## src/sv/fdws_pkg.sv

```systemverilog
`timescale 1ns / 1ps
package fdws_pkg;
  localparam int unsigned FULL_SCORE = 100;
  localparam int unsigned BLINK_RESET = 300;
  localparam int unsigned WINDOW_RESET = 60000;

  typedef enum logic [1:0] {
    CFG_BLINK  = 2'd0,
    CFG_WINDOW = 2'd1
  } cfg_idx_t;

  typedef enum logic [3:0] {
    ST_IDLE,
    ST_UPDATE,
    ST_PUSH,
    ST_PRUNE_RD,
    ST_PRUNE,
    ST_SCORE_RD,
    ST_SCAN,
    ST_TAIL,
    ST_DIV,
    ST_OUT
  } state_t;
endpackage

```

## src/sv/focus_debounce_window_score.sv

```systemverilog
`timescale 1ns / 1ps
// steps: update, an optional push, a prune walk and a score walk over the N events in
// the ring (up to EVENT_DEPTH), then a tail step and the divider unless now <= window start
// throughput: one item at a time, the next one is taken the cycle after the result is
// loaded; two event walks (one memory read per cycle) and a TIME_BITS + 7 step restoring
// divider make up the work; loading waits only while the previous result is unread
// reset: synchronous active low; focused, empty ring, blink 300, window 60000
module focus_debounce_window_score import fdws_pkg::*; #(
  parameter int EVENT_DEPTH = 64,
  parameter int TIME_BITS   = 32
) (
  input  logic        clk,
  input  logic        rst_n,
  input  logic        in_tvalid,
  output logic        in_tready,
  input  logic [39:0] in_tdata,   // stamp[31:0], eyes_focused, restart, zero pad
  output logic        out_tvalid,
  input  logic        out_tready,
  output logic [15:0] out_tdata,  // focused, score[6:0], overflow, zero pad
  input  logic        cfg_we,
  input  logic [0:0]  cfg_index,
  input  logic [23:0] cfg_wdata
);
  localparam int AW = $clog2(EVENT_DEPTH);
  localparam int CW = $clog2(EVENT_DEPTH + 1);
  localparam int TW = TIME_BITS;
  localparam int DW = TW + 7;
  localparam int XW = (TW > 24) ? TW : 24;

  state_t st_r, st_nxt;
  logic [15:0] blink_r;
  logic [23:0] win_r;
  logic focus_r, pend_r, base_r, drop_r;
  logic [TW-1:0] pstart_r, sbegin_r, now_r, ws_r, cut_r, prev_r;
  logic sig_r;
  logic [AW-1:0] head_r;
  logic [CW-1:0] cnt_r, idx_r;
  logic cur_r, inwin_r;
  logic [TW-1:0] ftime_r, dur_r;
  logic [DW-1:0] num_r, rem_r;
  logic [6:0] cyc_r;
  logic [15:0] out_r;
  logic ovalid_r;
  logic pkind_r, k1_r, k2_r;
  logic [TW-1:0] pt_r;

  logic [TW:0] mem [EVENT_DEPTH];
  logic [TW:0] rd_r;
  logic        we;
  logic [AW-1:0] waddr, raddr;
  logic [TW:0] wdata;

  function automatic logic [AW-1:0] slot(input logic [AW-1:0] h, input logic [CW-1:0] i);
    logic [CW:0] s;
    s = {1'b0, h} + {1'b0, i};
    if (s >= (CW+1)'(EVENT_DEPTH)) s = s - (CW+1)'(EVENT_DEPTH);
    return s[AW-1:0];
  endfunction

  always_ff @(posedge clk) begin
    if (we) mem[waddr] <= wdata;
    rd_r <= mem[raddr];
  end

  logic [TW-1:0] stamp;
  assign stamp = TW'(in_tdata[31:0]);
  assign in_tready = (st_r == ST_IDLE);
  assign out_tvalid = ovalid_r;
  assign out_tdata = out_r;

  logic out_load;
  assign out_load = (st_r == ST_OUT) && (!ovalid_r || out_tready);

  logic full;
  assign full = (cnt_r == CW'(EVENT_DEPTH));
  logic push_go;
  logic push_kind;
  logic [TW-1:0] push_t;
  logic [TW-1:0] elapsed;
  assign elapsed = (now_r >= pstart_r) ? now_r - pstart_r : '0;

  logic [XW-1:0] now_x, win_x;
  assign now_x = XW'(now_r);
  assign win_x = XW'(win_r);

  logic [TW-1:0] ws_c;
  assign ws_c = (cut_r > sbegin_r) ? cut_r : sbegin_r;

  logic below, prune_end;
  logic [CW-1:0] prune_k;
  assign below = rd_r[TW-1:0] < cut_r;
  assign prune_end = !below || (idx_r >= cnt_r);
  assign prune_k = below ? idx_r : idx_r - CW'(1);

  always_comb begin
    push_go = 1'b0; push_kind = 1'b0; push_t = now_r;
    if (sig_r) begin
      if (!focus_r) begin push_go = 1'b1; push_kind = 1'b1; end
    end else if (focus_r && pend_r && elapsed >= TW'(blink_r)) begin
      push_go = 1'b1; push_t = pstart_r;
    end
  end

  always_comb begin
    we = (st_r == ST_PUSH);
    waddr = slot(head_r, cnt_r);
    wdata = {pkind_r, pt_r};
    raddr = slot(head_r, idx_r);
  end

  always_comb begin
    st_nxt = st_r;
    case (st_r)
      ST_IDLE:     if (in_tvalid && in_tready) st_nxt = ST_UPDATE;
      ST_UPDATE:   st_nxt = push_go ? ST_PUSH : ST_PRUNE_RD;
      ST_PUSH:     st_nxt = ST_PRUNE_RD;
      ST_PRUNE_RD: st_nxt = (cnt_r == '0) ? ST_SCORE_RD : ST_PRUNE;
      ST_PRUNE:    st_nxt = prune_end ? ST_SCORE_RD : ST_PRUNE;
      ST_SCORE_RD: st_nxt = (now_r <= ws_c) ? ST_OUT :
                            ((cnt_r == '0) ? ST_TAIL : ST_SCAN);
      ST_SCAN:     st_nxt = (idx_r >= cnt_r) ? ST_TAIL : ST_SCAN;
      ST_TAIL:     st_nxt = ST_DIV;
      ST_DIV:      st_nxt = (cyc_r == 7'(DW - 1)) ? ST_OUT : ST_DIV;
      ST_OUT:      st_nxt = out_load ? ST_IDLE : ST_OUT;
      default:     st_nxt = ST_IDLE;
    endcase
  end

  logic [TW-1:0] tclip;
  logic [DW:0] rsh;
  always_comb begin
    tclip = rd_r[TW-1:0];
    if (tclip < prev_r) tclip = prev_r;
    if (tclip > now_r) tclip = now_r;
    rsh = {rem_r, num_r[DW-1]};
  end

  always_ff @(posedge clk) begin
    if (!rst_n) begin
      st_r <= ST_IDLE; blink_r <= 16'(BLINK_RESET); win_r <= 24'(WINDOW_RESET);
      focus_r <= 1'b1; pend_r <= 1'b0; base_r <= 1'b1; sbegin_r <= '0;
      pstart_r <= '0; head_r <= '0; cnt_r <= '0; ovalid_r <= 1'b0;
    end else begin
      st_r <= st_nxt;
      if (cfg_we) begin
        if (cfg_index == 1'(CFG_BLINK)) blink_r <= cfg_wdata[15:0];
        else win_r <= cfg_wdata;
      end
      if (out_load) ovalid_r <= 1'b1;
      else if (ovalid_r && out_tready) ovalid_r <= 1'b0;
      case (st_r)
        ST_IDLE: if (in_tvalid && in_tready) begin
          now_r <= stamp; sig_r <= in_tdata[32]; drop_r <= 1'b0; idx_r <= '0;
          if (in_tdata[33]) begin
            focus_r <= 1'b1; pend_r <= 1'b0; pstart_r <= '0; sbegin_r <= stamp;
            base_r <= 1'b1; head_r <= '0; cnt_r <= '0;
          end
        end
        ST_UPDATE: begin
          cut_r <= (now_x >= win_x) ? TW'(now_x - win_x) : '0;
          idx_r <= '0;
          pkind_r <= push_kind; pt_r <= push_t;
          if (sig_r) begin
            pend_r <= 1'b0;
            if (!focus_r) focus_r <= 1'b1;
          end else if (focus_r) begin
            if (!pend_r) begin pend_r <= 1'b1; pstart_r <= now_r; end
            else if (push_go) begin focus_r <= 1'b0; pend_r <= 1'b0; end
          end
        end
        ST_PUSH: begin
          if (full) begin
            base_r <= rd_r[TW]; head_r <= slot(head_r, CW'(1)); drop_r <= 1'b1;
          end else cnt_r <= cnt_r + CW'(1);
        end
        ST_PRUNE_RD: idx_r <= CW'(1);
        ST_PRUNE: begin
          if (prune_end) begin
            // keep the last event before the cutoff
            if (prune_k > CW'(1)) begin
              head_r <= slot(head_r, prune_k - CW'(1));
              cnt_r <= cnt_r - (prune_k - CW'(1));
              base_r <= below ? k1_r : k2_r;
            end
            idx_r <= '0;
          end else begin
            idx_r <= idx_r + CW'(1);
          end
          k1_r <= rd_r[TW];
          k2_r <= k1_r;
        end
        ST_SCORE_RD: begin
          prev_r <= ws_c;
          ws_r <= ws_c;
          cur_r <= base_r; ftime_r <= '0; inwin_r <= 1'b0; idx_r <= CW'(1);
        end
        ST_SCAN: begin
          idx_r <= idx_r + CW'(1);
          if (rd_r[TW-1:0] < ws_r) begin
            if (!inwin_r) cur_r <= rd_r[TW];
          end else begin
            inwin_r <= 1'b1;
            if (cur_r) ftime_r <= ftime_r + (tclip - prev_r);
            cur_r <= rd_r[TW]; prev_r <= tclip;
          end
        end
        ST_TAIL: begin
          num_r <= DW'(cur_r ? ftime_r + (now_r - prev_r) : ftime_r) * DW'(FULL_SCORE);
          dur_r <= now_r - ws_r; rem_r <= '0; cyc_r <= '0;
        end
        ST_DIV: begin
          cyc_r <= cyc_r + 7'd1;
          num_r <= {num_r[DW-2:0], (rsh >= (DW+1)'(dur_r))};
          rem_r <= (rsh >= (DW+1)'(dur_r)) ? DW'(rsh - (DW+1)'(dur_r)) : DW'(rsh);
        end
        ST_OUT: begin
          if (out_load)
            out_r <= {7'd0, drop_r, (now_r <= ws_r) ? 7'(FULL_SCORE) : num_r[6:0], focus_r};
        end
        default: ;
      endcase
    end
  end

  a_cnt: assert property (@(posedge clk) disable iff (!rst_n) cnt_r <= CW'(EVENT_DEPTH))
    else $error("ring count over depth");
  a_out: assert property (@(posedge clk) disable iff (!rst_n)
    st_r == ST_OUT |=> out_tvalid) else $error("result not presented");
  a_score: assert property (@(posedge clk) disable iff (!rst_n)
    out_tvalid |-> out_tdata[7:1] <= 7'(FULL_SCORE)) else $error("score above full");
endmodule
```

## config.mk

```make
export PLATFORM = sky130hd
export DESIGN_NAME = focus_debounce_window_score
export DESIGN_NICKNAME = d
export VERILOG_FILES = /design/src/sv/fdws_pkg.sv /design/src/sv/focus_debounce_window_score.sv
export SDC_FILE = /design/constraint.sdc
export NUM_CORES = 2
export LEC_CHECK = 0
export ABC_AREA = 1
export BUFFER_PORTS_ARGS = -buffer_cell sky130_fd_sc_hd__buf_2
export CAP_MARGIN = 10
export CORE_MARGIN = 1
export CORE_UTILIZATION = 45
export DETAILED_ROUTE_END_ITERATION = 7
export PLACE_DENSITY = 0.71
export REMOVE_ABC_BUFFERS = 1
export SKIP_LAST_GASP = 1
export SLEW_MARGIN = 5
export SYNTH_ARGS = -nofsm -noshare
export SYNTH_HDL_FRONTEND = slang
export SYNTH_SLANG_ARGS = --single-unit
```

## constraint.sdc

```tcl
create_clock -name clk -period 7.82 [get_ports clk]
set_clock_uncertainty 0.2 [all_clocks]
set_input_delay 1.173 -clock clk [delete_from_list [all_inputs] [get_ports clk]]
set_output_delay 1.173 -clock clk [all_outputs]
set_load 0.1 [all_outputs]
```

==> summary.txt <==
CP bufs+invs -> 6
Post-synthesis sequential area ratio -> 0.6068
Outcome -> completed
RSZ-0062 raised after global routing -> yes
Number of core rows -> 194
Total clock sinks -> 2602
Worst setup margin -> 0.4849 ns
Psw -> 12.62 mW
Largest net degree at the start of global routing -> 173
Drt first-iter violations -> 10450
Routed wire length -> 353400 µm
Switching Share -> 0.3202
Max Cap Viol -> 0
Layout filler cell count -> 24010
Async SR Flop Fraction -> 0
Final setup vio count -> 0
Slew Limit Fails -> 0
Synth Area per Inst -> 10.92 µm²
Core Region -> 279100 µm²
Post-DP HPWL -> 225200 µm
Total grt overflow -> 0
CP endpoint kind -> register
Area of the die -> 282500 µm²
Syn Std Cell Area -> 126200 µm²
Drt pass-1 iters -> 7
Comb pwr share -> 0.268
CTS tree -> done
Total Power -> 39.40 mW
Worst Tran Pin Value -> 1.250 ns
Crit-path max FO -> 6
Global-route wire length before repair -> 521100 µm
Layout area overhead -> 11.92%
Placer Congestion -> 0.9988
Ys Warns -> 0
Synth Flop Type -> edfxtp_1
Drt drc -> 0
Critical path startpoint category -> register
Setup Slack @ Placement -> 0.02403 ns
Number of enable flip-flop cells after synthesis -> 2444
Fin crit share -> 0.9380
Max rail drop VDD -> 0.2810 mV
Port bufs -> 74
Register Area -> 76550 µm²
Final Hold Vio Count -> 0
Gate Count Post-Synth -> 11560
Clock Latency Late Sink -> 0.98 ns
Cell variety after synth -> 65
P_int -> 26.78 mW
Ports -> 88
Slowest stage cell, crit path -> fa_1
Clock slew at reported path FFs -> 0.06 ns
Total Routing Usage GR -> 0.2434
Clk pwr share -> 0.329
Starting density of the core -> 0.4520
Multi-input gate area -> 44400 µm²
CP required -> 8.27 ns
Clk buf depth -> 4
Vias in the first global route -> 83960
Routed vias/inst -> 5.722
H-tree levels -> 5
Number of vias in the routed layout -> 89370
Final #Nets -> 12380
Die H -> 531.5 µm
Leak pwr -> 51.69 nW
Worst min path class -> reg -> reg
Share of layout cells above drive strength 1 -> 0.1009
Fmax achieved -> 136.3 MHz
Seq cells post-synth -> 2602
Initial antenna violation count -> 19
WL/cell -> 22.63 µm
Die width -> 531.5 µm
Tmin final -> 7.335 ns
Critical path arrival -> 7.79 ns
Total CTS buffers -> 285
Family with the most delay on the worst path -> compound AO/OA/AOI/OAI gates
Slew HR -> 0.1581
Seq pwr share -> 0.403
CP Class -> reg -> reg
Power per Cell Area -> 279.0 nW/µm²
Clk root buf -> clkbuf_16
ANT nets after route -> 0
CP peak stage delay -> 0.49 ns
synthesized netlist by cell type (all sizes together), types with 4 or more instances:
master   count  share of area
nor4        32         0.0016
nand3      200         0.0081
a21o        18         0.0011
a21boi      13        0.00080
o221ai       9        0.00062
a32o        33         0.0026
clkbuf     382          0.011
a31oi       47         0.0023
a21oi      689          0.028
fa          72          0.011
nand4       62         0.0031
dfxtp      158          0.025
inv        988          0.029
o2111ai      7        0.00049
buf        157         0.0064
nor3        59         0.0024
edfxtp    2444           0.58
a221oi       7        0.00049
nand2     1337          0.040
a32oi       33         0.0023
o211ai      27         0.0016
or2         34         0.0017
o21bai      16        0.00098
nor2      2039          0.061
o21a        40         0.0024
ha         554          0.055
o32ai      528          0.037
o31ai        6        0.00036
nand3b      11        0.00065
mux2       264          0.024
a211oi      14        0.00083
xor2       100         0.0069
xnor2       77         0.0053
and3         4        0.00020
o21ai     1068          0.043
power groups by stage:
stage / clock network, mW / logic, mW / registers, mW
2_1_floorplan: 0 / 7.46 / 16.2
3_3_place_gp: 0 / 10.1 / 16.2
3_5_place_dp: 0 / 10.3 / 16.2
4_1_cts: 13.1 / 10.3 / 15.9
5_1_grt: 13.6 / 11.6 / 15.9
6_report: 12.9 / 10.6 / 15.9
worst register-to-register path, delay by kind of cell, from the launching register on:
family / cells / cell delay, ns
XOR/XNOR: 2 / 0.43
buffers and inverters: 6 / 0.40
AND/OR/NAND/NOR: 8 / 0.66
flip-flops: 1 / 0.35
AO/OA/AOI/OAI: 16 / 2.57
adder cells (fa/ha/maj): 7 / 2.44
registers in the layout, summed over array words and instances, names as in the netlist, 6 cells and up:
| register | flops |
|---|---|
| blink_r | 16 |
| cnt_r | 7 |
| cut_r | 32 |
| cyc_r | 7 |
| dur_r | 32 |
| ftime_r | 32 |
| head_r | 6 |
| idx_r | 7 |
| mem | 2112 |
| now_r | 32 |
| num_r | 39 |
| out_tdata | 9 |
| prev_r | 32 |
| pstart_r | 32 |
| pt_r | 32 |
| rd_r | 33 |
| rem_r | 39 |
| sbegin_r | 32 |
| win_r | 24 |
| ws_r | 32 |
kinds of logic (layout without fill, tap and decap cells):
kind of cell | Yosys count | after routing | synth area share
flip-flops | 2602 | 2602 | 0.6068
other | 1 | 20 | 0.00002972
XOR/XNOR | 177 | 177 | 0.01229
AO/OA/AOI/OAI | 2569 | 2569 | 0.1249
AND/OR/NAND/NOR | 3786 | 3786 | 0.1188
multiplexers | 264 | 264 | 0.02356
buffers and inverters | 1530 | 1850 | 0.04732
adder cells (fa/ha/maj) | 626 | 626 | 0.06637
per-stage QoR:
stage	instance area [µm²]	hold WS, ns	utilization	std cells	TNS [ns]
6_report	141200	0.2404	0.5058	15620	0
5_1_grt	141200	0.2404	0.5058	15610	-0.07467
4_1_cts	141000	0.2117	0.5051	15600	0
3_5_place_dp	132200	0.2502	0.4734	15110	0
3_3_place_gp	132200	0.2382	0.4734	15110	0
2_1_floorplan	123900	0.2003	-	11020	-2254.37
cell usage in the layout, fill, tap and decap left out, drive strengths merged, types with 33 or more instances in the layout:
cell    netlist  final
nor3         59     59
fa           72     72
inv         988    995
buf         157    369
o32ai       528    528
nor2       2039   2039
a21oi       689    689
o21a         40     40
xor2        100    100
o21ai      1068   1068
nand3       200    200
ha          554    554
a31oi        47     47
xnor2        77     77
clkinv        3    104
or2          34     34
clkbuf      382    353
mux2        264    264
a32oi        33     33
a32o         33     33
nand4        62     62
nand2      1337   1337
dfxtp       158    158
edfxtp     2444   2444
cell type report:
class                   instances  area share
flip-flops and latches       2602      0.5422
multi-input cells            7429      0.3144
clock buffers                 352     0.05392
well taps                    3724     0.03300
inverters                     991     0.02643
repair buffers                370     0.02107
clock inverters               137    0.008755
diodes                         13   0.0002304
per-layer routing:
metal  vias up  GRT usage  wire length, µm
met3       811    0.03774            29570
met2      3927     0.3891           162600
li1      41540          -                -
met5         -          0               50
met1     43080     0.3186           140800
met4        10     0.1323            20350
path summary, 6_finish.rpt:
kind / start / end / slack [ns] / cells past startpoint
worst max-delay path: now_r[0] / num_r[38] / 0.48 / 39
worst max register to register: now_r[0] / num_r[38] / 0.48 / 39
worst min-delay path: drop_r / out_tdata[8] / 0.24 / 0
worst min register to register: drop_r / out_tdata[8] / 0.24 / 0
what timing repair did:
action / 4_1_cts / 5_1_grt
pin swaps: 0 / 7
resized for setup: 1 / 30
setup buffers: 0 / 3
hold buffers: 0 / 0
setup endpoints to repair: 1 / 22
No activity file was read; power rests on OpenSTA's default activity.
